<file path="config.mk">
export PLATFORM = sky130hd
export DESIGN_NAME = mixed_radix_index_convert
export DESIGN_NICKNAME = d
export VERILOG_FILES = /design/src/hdl/mrc_pkg.sv /design/src/hdl/mixed_radix_index_convert.sv /design/src/hdl/mrc_mac.sv /design/src/hdl/mrc_div.sv
export SDC_FILE = /design/constraint.sdc
export NUM_CORES = 1
export LEC_CHECK = 0
export BUFFER_PORTS_ARGS = -buffer_cell sky130_fd_sc_hd__buf_2
export CORE_MARGIN = 2
export CORE_UTILIZATION = 64
export DETAILED_ROUTE_END_ITERATION = 12
export PLACE_DENSITY = 0.88
export SLEW_MARGIN = 15
export SYNTH_ARGS = -nofsm -noshare
export SYNTH_HDL_FRONTEND = slang
export SYNTH_SLANG_ARGS = --single-unit
</file>
<file path="constraint.sdc">
create_clock -name clk -period 13.2 [get_ports clk]
set_clock_uncertainty 0.1 [all_clocks]
set_input_delay 0 -clock clk [delete_from_list [all_inputs] [get_ports clk]]
set_output_delay 0 -clock clk [all_outputs]
set_load 0.005 [all_outputs]
</file>
<file path="src/hdl/mrc_pkg.sv">
// Shared types and constants for the mixed-radix index converter.
package mrc_pkg;

  // Field widths
  localparam int DIMS       = 4;
  localparam int DIM_W      = 2;
  localparam int COORD_W    = 16;
  localparam int FLAT_W     = 32;
  localparam int COUNT_W    = 3;
  localparam int CFG_IDX_W  = 3;
  localparam int CFG_DATA_W = 16;
  localparam int TDATA_W    = 96;

  // Serial step counts and counter widths
  localparam int MUL_STEPS = COORD_W;
  localparam int DIV_STEPS = FLAT_W;
  localparam int MUL_CNT_W = $clog2(MUL_STEPS + 1);
  localparam int DIV_CNT_W = $clog2(DIV_STEPS + 1);

  // Register indexes
  localparam logic [CFG_IDX_W-1:0] REG_DIM_COUNT  = 3'd0;
  localparam logic [CFG_IDX_W-1:0] REG_SIZE_FIRST = 3'd1;
  localparam logic [CFG_IDX_W-1:0] REG_SIZE_LAST  = 3'd4;

  // Commands
  localparam logic CMD_FLATTEN = 1'b0;
  localparam logic CMD_SPLIT   = 1'b1;

  // Sequencer states
  typedef enum logic [4:0] {
    ST_IDLE   = 5'b00001,
    ST_STRIDE = 5'b00010,
    ST_FLAT   = 5'b00100,
    ST_SPLIT  = 5'b01000,
    ST_DONE   = 5'b10000
  } state_t;

  // Control into the serial multiply-accumulate unit
  typedef struct packed {
    logic start;
    logic keep_acc;
  } mac_cmd_t;

endpackage

</file>
<file path="src/hdl/mixed_radix_index_convert.sv">
// Top level: converts coordinates to a row-major offset and back.
//
// Input stream: tuser carries the command (flatten or split), tdata the four
// coordinates and the flat offset. Output stream: tdata carries the flat
// result and four coordinates; the fields that the command does not produce
// are zero. Configuration: cfg_index 0 sets the dimension count, 1 to 4 set
// the sizes of dimensions 0 to 3; writes are taken only while idle.
// One item is processed at a time. Flatten runs one serial shift-add per
// dimension in use; split runs one serial restoring division per dimension
// in use, from the highest dimension down to dimension 0.
// After a size write the strides are rebuilt by three serial multiplies,
// with both input ports held off meanwhile.
// The output register lets the next request be taken while a result waits;
// a stalled receiver holds that result, and the following one waits in the
// sequencer until the register frees. Reset sets all sizes and strides to one,
// the dimension count to one, and empties the output.
module mixed_radix_index_convert (
  input  logic                               clk,
  input  logic                               rst,
  // Input requests
  input  logic                               s_axis_tvalid,
  output logic                               s_axis_tready,
  // coord_in0, coord_in1, coord_in2, coord_in3, flat_index_in
  input  logic [mrc_pkg::TDATA_W-1:0]        s_axis_tdata,
  // cmd
  input  logic                               s_axis_tuser,
  // Results
  output logic                               m_axis_tvalid,
  input  logic                               m_axis_tready,
  // flat_result, coord_out0, coord_out1, coord_out2, coord_out3
  output logic [mrc_pkg::TDATA_W-1:0]        m_axis_tdata,
  // Configuration writes
  input  logic                               cfg_valid,
  output logic                               cfg_ready,
  input  logic [mrc_pkg::CFG_IDX_W-1:0]      cfg_index,
  input  logic [mrc_pkg::CFG_DATA_W-1:0]     cfg_data
);

  mrc_pkg::state_t state;
  logic                                run;
  logic [mrc_pkg::DIM_W-1:0]           dim;
  logic [mrc_pkg::DIM_W-1:0]           dim_prev;
  logic [mrc_pkg::DIM_W-1:0]           top_dim;
  logic [mrc_pkg::COUNT_W-1:0]         dim_count;
  logic [mrc_pkg::COORD_W-1:0]         size_reg   [mrc_pkg::DIMS];
  logic [mrc_pkg::FLAT_W-1:0]          stride     [mrc_pkg::DIMS];
  logic [mrc_pkg::COORD_W-1:0]         coords     [mrc_pkg::DIMS];
  logic [mrc_pkg::COORD_W-1:0]         res_coord  [mrc_pkg::DIMS];
  logic [mrc_pkg::FLAT_W-1:0]          res_flat;
  logic [mrc_pkg::FLAT_W-1:0]          rem;
  logic [mrc_pkg::TDATA_W-1:0]         out_data;
  logic                                out_valid;
  logic [mrc_pkg::CFG_IDX_W-1:0]       size_sel;
  logic                                in_take;
  logic                                cfg_take;
  logic                                out_load;

  mrc_pkg::mac_cmd_t                   mac_cmd;
  logic [mrc_pkg::FLAT_W-1:0]          mac_mcand;
  logic [mrc_pkg::COORD_W-1:0]         mac_mplier;
  logic [mrc_pkg::FLAT_W-1:0]          mac_acc;
  logic                                mac_done;
  logic                                div_start;
  logic [mrc_pkg::COORD_W-1:0]         div_quot;
  logic [mrc_pkg::FLAT_W-1:0]          div_rem;
  logic                                div_done;

  // Handshakes
  assign cfg_ready     = (state == mrc_pkg::ST_IDLE);
  assign s_axis_tready = (state == mrc_pkg::ST_IDLE) && !cfg_valid;
  assign cfg_take      = cfg_valid && cfg_ready;
  assign in_take       = s_axis_tvalid && s_axis_tready;
  assign out_load      = (state == mrc_pkg::ST_DONE) && (!out_valid || m_axis_tready);
  assign m_axis_tvalid = out_valid;
  assign m_axis_tdata  = out_data;
  assign size_sel      = cfg_index - mrc_pkg::REG_SIZE_FIRST;
  assign dim_prev      = dim - 1'b1;

  // Highest dimension in use, count clamped to 1..DIMS
  always_comb begin
    if (dim_count == '0) begin
      top_dim = '0;
    end else if (dim_count > mrc_pkg::COUNT_W'(mrc_pkg::DIMS)) begin
      top_dim = mrc_pkg::DIM_W'(mrc_pkg::DIMS - 1);
    end else begin
      top_dim = mrc_pkg::DIM_W'(dim_count - 1'b1);
    end
  end

  // Operand selection for the serial units
  always_comb begin
    mac_cmd.start    = !run && ((state == mrc_pkg::ST_FLAT) || (state == mrc_pkg::ST_STRIDE));
    mac_cmd.keep_acc = (state == mrc_pkg::ST_FLAT) && (dim != '0);
    if (state == mrc_pkg::ST_STRIDE) begin
      mac_mcand  = stride[dim_prev];
      mac_mplier = size_reg[dim_prev];
    end else begin
      mac_mcand  = stride[dim];
      mac_mplier = coords[dim];
    end
    div_start = !run && (state == mrc_pkg::ST_SPLIT);
  end

  mrc_mac u_mac (
    .clk    (clk),
    .rst    (rst),
    .cmd    (mac_cmd),
    .mcand  (mac_mcand),
    .mplier (mac_mplier),
    .acc    (mac_acc),
    .done   (mac_done)
  );

  mrc_div u_div (
    .clk       (clk),
    .rst       (rst),
    .start     (div_start),
    .dividend  (rem),
    .divisor   (stride[dim]),
    .quot_sat  (div_quot),
    .remainder (div_rem),
    .done      (div_done)
  );

  // Sequencer, configuration registers and stride table
  always_ff @(posedge clk) begin
    if (rst) begin
      state     <= mrc_pkg::ST_IDLE;
      run       <= 1'b0;
      dim       <= '0;
      out_valid <= 1'b0;
      dim_count <= mrc_pkg::COUNT_W'(1);
      for (int i = 0; i < mrc_pkg::DIMS; i++) begin
        size_reg[i] <= mrc_pkg::COORD_W'(1);
        stride[i]   <= mrc_pkg::FLAT_W'(1);
      end
    end else begin
      // Result register: loaded by the sequencer, emptied by the receiver
      if (out_load) begin
        out_valid <= 1'b1;
      end else if (out_valid && m_axis_tready) begin
        out_valid <= 1'b0;
      end
      case (state)
        mrc_pkg::ST_IDLE: begin
          run <= 1'b0;
          if (cfg_take) begin
            if (cfg_index == mrc_pkg::REG_DIM_COUNT) begin
              dim_count <= cfg_data[mrc_pkg::COUNT_W-1:0];
            end else if (cfg_index inside {[mrc_pkg::REG_SIZE_FIRST:mrc_pkg::REG_SIZE_LAST]})
            begin
              size_reg[size_sel[mrc_pkg::DIM_W-1:0]] <= cfg_data;
              dim   <= mrc_pkg::DIM_W'(1);
              state <= mrc_pkg::ST_STRIDE;
            end
          end else if (in_take) begin
            if (s_axis_tuser == mrc_pkg::CMD_SPLIT) begin
              dim   <= top_dim;
              state <= mrc_pkg::ST_SPLIT;
            end else begin
              dim   <= '0;
              state <= mrc_pkg::ST_FLAT;
            end
          end
        end
        mrc_pkg::ST_STRIDE: begin
          if (!run) begin
            run <= 1'b1;
          end else if (mac_done) begin
            run         <= 1'b0;
            stride[dim] <= mac_acc;
            if (dim == mrc_pkg::DIM_W'(mrc_pkg::DIMS - 1)) begin
              state <= mrc_pkg::ST_IDLE;
            end else begin
              dim <= dim + 1'b1;
            end
          end
        end
        mrc_pkg::ST_FLAT: begin
          if (!run) begin
            run <= 1'b1;
          end else if (mac_done) begin
            run <= 1'b0;
            if (dim == top_dim) begin
              state <= mrc_pkg::ST_DONE;
            end else begin
              dim <= dim + 1'b1;
            end
          end
        end
        mrc_pkg::ST_SPLIT: begin
          if (!run) begin
            run <= 1'b1;
          end else if (div_done) begin
            run <= 1'b0;
            if (dim == '0) begin
              state <= mrc_pkg::ST_DONE;
            end else begin
              dim <= dim_prev;
            end
          end
        end
        mrc_pkg::ST_DONE: begin
          if (out_load) begin
            state <= mrc_pkg::ST_IDLE;
          end
        end
        default: begin
          state <= mrc_pkg::ST_IDLE;
        end
      endcase
    end
  end

  // Request capture and result assembly
  always_ff @(posedge clk) begin
    if (in_take) begin
      coords[0] <= s_axis_tdata[15:0];
      coords[1] <= s_axis_tdata[31:16];
      coords[2] <= s_axis_tdata[47:32];
      coords[3] <= s_axis_tdata[63:48];
      rem       <= s_axis_tdata[95:64];
      res_flat  <= '0;
      for (int i = 0; i < mrc_pkg::DIMS; i++) begin
        res_coord[i] <= '0;
      end
    end
    if ((state == mrc_pkg::ST_FLAT) && run && mac_done && (dim == top_dim)) begin
      res_flat <= mac_acc;
    end
    if ((state == mrc_pkg::ST_SPLIT) && run && div_done) begin
      res_coord[dim] <= div_quot;
      rem            <= div_rem;
    end
    if (out_load) begin
      out_data <= {res_coord[3], res_coord[2], res_coord[1], res_coord[0], res_flat};
    end
  end

endmodule

</file>
<file path="src/hdl/mrc_mac.sv">
// Bit-serial multiply-accumulate: one multiplier bit per cycle.
module mrc_mac (
  input  logic                          clk,
  input  logic                          rst,
  input  mrc_pkg::mac_cmd_t             cmd,
  input  logic [mrc_pkg::FLAT_W-1:0]    mcand,
  input  logic [mrc_pkg::COORD_W-1:0]   mplier,
  output logic [mrc_pkg::FLAT_W-1:0]    acc,
  output logic                          done
);

  logic [mrc_pkg::FLAT_W-1:0]    mc;
  logic [mrc_pkg::COORD_W-1:0]   mp;
  logic [mrc_pkg::MUL_CNT_W-1:0] cnt;

  // Step counter and done pulse
  always_ff @(posedge clk) begin
    if (rst) begin
      cnt  <= '0;
      done <= 1'b0;
    end else begin
      done <= 1'b0;
      if (cmd.start) begin
        cnt <= mrc_pkg::MUL_CNT_W'(mrc_pkg::MUL_STEPS);
      end else if (cnt != '0) begin
        cnt  <= cnt - 1'b1;
        done <= (cnt == mrc_pkg::MUL_CNT_W'(1));
      end
    end
  end

  // Shift-add datapath, modulo 2^FLAT_W
  always_ff @(posedge clk) begin
    if (cmd.start) begin
      mc <= mcand;
      mp <= mplier;
      if (!cmd.keep_acc) begin
        acc <= '0;
      end
    end else if (cnt != '0) begin
      if (mp[0]) begin
        acc <= acc + mc;
      end
      mc <= {mc[mrc_pkg::FLAT_W-2:0], 1'b0};
      mp <= {1'b0, mp[mrc_pkg::COORD_W-1:1]};
    end
  end

endmodule

</file>
<file path="src/hdl/mrc_div.sv">
// Restoring divider: one quotient bit per cycle, quotient saturated to a coordinate.
module mrc_div (
  input  logic                          clk,
  input  logic                          rst,
  input  logic                          start,
  input  logic [mrc_pkg::FLAT_W-1:0]    dividend,
  input  logic [mrc_pkg::FLAT_W-1:0]    divisor,
  output logic [mrc_pkg::COORD_W-1:0]   quot_sat,
  output logic [mrc_pkg::FLAT_W-1:0]    remainder,
  output logic                          done
);

  logic [mrc_pkg::FLAT_W-1:0]    dq;
  logic [mrc_pkg::FLAT_W-1:0]    dv;
  logic [mrc_pkg::DIV_CNT_W-1:0] cnt;
  logic [mrc_pkg::FLAT_W:0]      shifted;
  logic [mrc_pkg::FLAT_W:0]      diff;
  logic                          ge;

  // One trial subtract; a zero divisor gives all ones and keeps the dividend
  always_comb begin
    shifted = {remainder, dq[mrc_pkg::FLAT_W-1]};
    diff    = shifted - {1'b0, dv};
    ge      = (shifted >= {1'b0, dv});
  end

  assign quot_sat = (|dq[mrc_pkg::FLAT_W-1:mrc_pkg::COORD_W]) ? '1
                                                              : dq[mrc_pkg::COORD_W-1:0];

  // Step counter and done pulse
  always_ff @(posedge clk) begin
    if (rst) begin
      cnt  <= '0;
      done <= 1'b0;
    end else begin
      done <= 1'b0;
      if (start) begin
        cnt <= mrc_pkg::DIV_CNT_W'(mrc_pkg::DIV_STEPS);
      end else if (cnt != '0) begin
        cnt  <= cnt - 1'b1;
        done <= (cnt == mrc_pkg::DIV_CNT_W'(1));
      end
    end
  end

  // Dividend shifts out as quotient bits shift in
  always_ff @(posedge clk) begin
    if (start) begin
      dq        <= dividend;
      dv        <= divisor;
      remainder <= '0;
    end else if (cnt != '0) begin
      remainder <= ge ? diff[mrc_pkg::FLAT_W-1:0] : shifted[mrc_pkg::FLAT_W-1:0];
      dq        <= {dq[mrc_pkg::FLAT_W-2:0], ge};
    end
  end

endmodule
</file>
==> metrics <==
TritonCTS Buffers=68; area of the mapped netlist=31100 um2; count of input and output buffers=219; clock sink count=683; Final period util=33.3%; CTS tree=yes; min-delay src=s_axis_tdata[7]; Period minus WS final=4.40 ns; gr ovfl total=0; RR Endpoint=state[3]; initial core utilization=65.0%; dpl hpwl=46.8 mm; startpoint types=register; Worst Tran Pin Value=1.28 ns; Slew Limit Fails=0; gpl congestion=0.892; final WL=89.2 mm; mean cell area of the mapped netlist=12.9 um2; Synth Instances=2419; Tightest Hold Check Type=input pin to register; Cell Count, Final, Fillers Out=3449; drt drc=0; Hold EP=coords[0][7]; # setup viols final=0; Peak VDD IR=0.000154 V; failing checks=hold timing; Sequential cell area=19900 um2; Via density=6.66; WP data required=13.65 ns; Placed Area=32700 um2; status=finished with violations; core area=47800 um2; wire per inst=25.9 um; largest net degree at the start of global routing=97; vias in the first global route=22800; I/O pin cnt=220; Pwr per Cell Area=216 nW/um2; Power Total=7.92 mW; initial antenna violation count=2; drt first pass iters=6; synthesized flop and latch total=683; unrepaired setup endpoints after global routing=false; clk buf depth=3; syn nets=2615; post-synth cell types=71; gr usage total=34.6%; root buf cell=clkbuf_16; worst reg2reg setup slack=8.80 ns; Vias=23000; die width=224 um; Cells after DPL=3152; worst skew pair latency=0.64 ns; crit end category=register; Post-synth EDFFs=624; Main synth FF type=edfxtp_1; max_cap viols=0; cell count of the worst hold path=2; Hold Slack=-0.0245 ns; clock slew at reported path FFs=0.08 ns; H-tree levels=3; critical path fanouts, max=6; DRT antenna net count=0; Reg2Reg Depth=12; Core Util, Final=76.7%; Final #Nets=2974; Final Instance Area=36700 um2; cell row count=80; die height=224 um; yosys warns=0; Achievable Freq=227 MHz; max reg flops=128; area added between synthesis and finish=18.1%; sequential-to-total area share from yosys stat=64.0%; R2R Path Start=dim_count[0]; first-pass GRT wire length=131 mm; fillers=2608; CP Class=register to register; Largest Register=stride; DRT iter0 DRCs=3429; area of the multi-input gates=10500 um2; share of layout cells above drive strength 1=16.7%; final hold vios=2; CP arrival=4.85 ns; die area=50400 um2; fraction of registers with async set/reset=0%; Leak Pwr=14.2 nW; post-CTS resize count=0; total negative slack=0 ns; relative slew slack=14.3%
-- kinds of logic (layout without fill, tap and decap cells) --
family | after synthesis | after routing | share of synthesized area [%]
AOI/OAI and AO/OA | 336 | 336 | 7.09
xor gates and xnor gates | 49 | 49 | 1.38
adders and majority gates | 75 | 75 | 3.07
buffers and inverters | 191 | 605 | 2.40
DFF | 683 | 683 | 64.0
muxes | 105 | 105 | 7.24
other | 0 | 1 | 0
and+or+nand+nor | 980 | 980 | 14.8
-- where the power goes --
| group | switching (mW) | internal [mW] | total (mW) | leakage [nW] |
|---|---|---|---|---|
| Sequential | 0.353 | 2.92 | 3.27 | 6.52 |
| Clock | 0.873 | 1.11 | 1.98 | 1.07 |
| Combinational | 1.61 | 1.05 | 2.66 | 6.61 |
| Total | 2.83 | 5.08 | 7.92 | 14.2 |
-- worst max path at each step --
stage / startpoint / to / slack (ns) / depth (start not counted)
after floorplan: state[0] / m_axis_tdata[0] / 7.57 / 3
after global placement: dim[0] / res_flat[6] / 9.06 / 9
after detailed placement: dim[0] / res_flat[13] / 8.88 / 9
after CTS: dim[0] / res_flat[0] / 8.88 / 9
after global routing: dim_count[0] / res_flat[3] / 8.75 / 12
final: dim_count[0] / state[3] / 8.80 / 12
-- metrics by stage --
step	worst slack (ns)	hold slack, ns
after CTS	8.88	0.000206
final	8.80	-0.0245
after floorplan	7.57	-0.0478
after global routing	8.75	0.000767
after detailed placement	8.88	0.0781
after global placement	9.06	0.0761
-- layout by cell type (no fill, tap or decap), types with 13 or more instances in the layout --
cell	n
clkinv_1	15
ha_1	72
dlygate4sd3_1	167
dfxtp_1	56
nand2b_1	13
buf_2	219
xor2_1	18
nor3_1	21
a311oi_1	15
nor2_1	221
clkbuf_16	70
o21ai_0	50
and2_1	190
nand3_1	22
a21oi_1	89
a211oi_1	13
xnor2_1	31
and3_1	40
edfxtp_1	624
a21o_1	33
or3_1	13
nand2_1	383
nand4_1	14
clkbuf_1	19
buf_4	22
inv_1	65
a31oi_1	55
mux4_2	96
-- layout make-up --
| cell class | count | share of cell area (%) |
|---|---|---|
| Sequential cell | 683 | 54.3 |
| Multi-Input combinational cell | 1545 | 28.7 |
| Timing Repair Buffer | 412 | 8.29 |
| Clock buffer | 91 | 5.04 |
| Tap cell | 615 | 2.10 |
| Clock inverter | 34 | 0.930 |
| Inverter | 68 | 0.702 |
| Antenna cell | 1 | 0.00681 |
-- repair_timing --
action	4_1_cts	5_1_grt
endpoints found under the hold margin	196	1
endpoints found under the setup margin	0	0
hold buffers	166	1
setup buffers	0	0
-- worst max-delay path, cell delays in order (launching register included) --
cell           delay (ns)
dfxtp_1              0.45
inv_1                0.16
ha_1                 0.44
nor2_1               0.39
mux2i_1              0.20
o21ai_0              0.23
a32oi_1              0.09
a2bb2oi_1            0.18
a211oi_1             0.68
a31oi_1              0.18
dlygate4sd3_1        0.60
nor2_1               0.09
dlygate4sd3_1        0.54
-- cells in the mapped netlist, types with 14 or more instances --
master	count	area, um2
ha_1	73	913
xor2_1	18	158
clkbuf_1	91	342
nand2_1	385	1450
and2_1	190	1190
edfxtp_1	624	18700
inv_1	66	248
a311oi_1	15	131
mux4_2	96	2160
nand4_1	14	87.6
dfxtp_1	59	1180
nor3_1	22	110
nor2_1	224	841
buf_1	14	52.6
a21oi_1	90	450
xnor2_1	31	272
nand3_1	25	125
a31oi_1	55	344
o21ai_0	51	255
and3_1	41	257
a21o_1	33	248
-- per-layer routing --
metal	GRT usage, %	vias up	wire length [um]
li1	-	9607	-
met1	41.9	10900	29400
met2	57.7	1979	43500
met3	7.71	452	10500
met4	19.7	2	5810
met5	0	-	18
(Power assumes the default switching activity.)
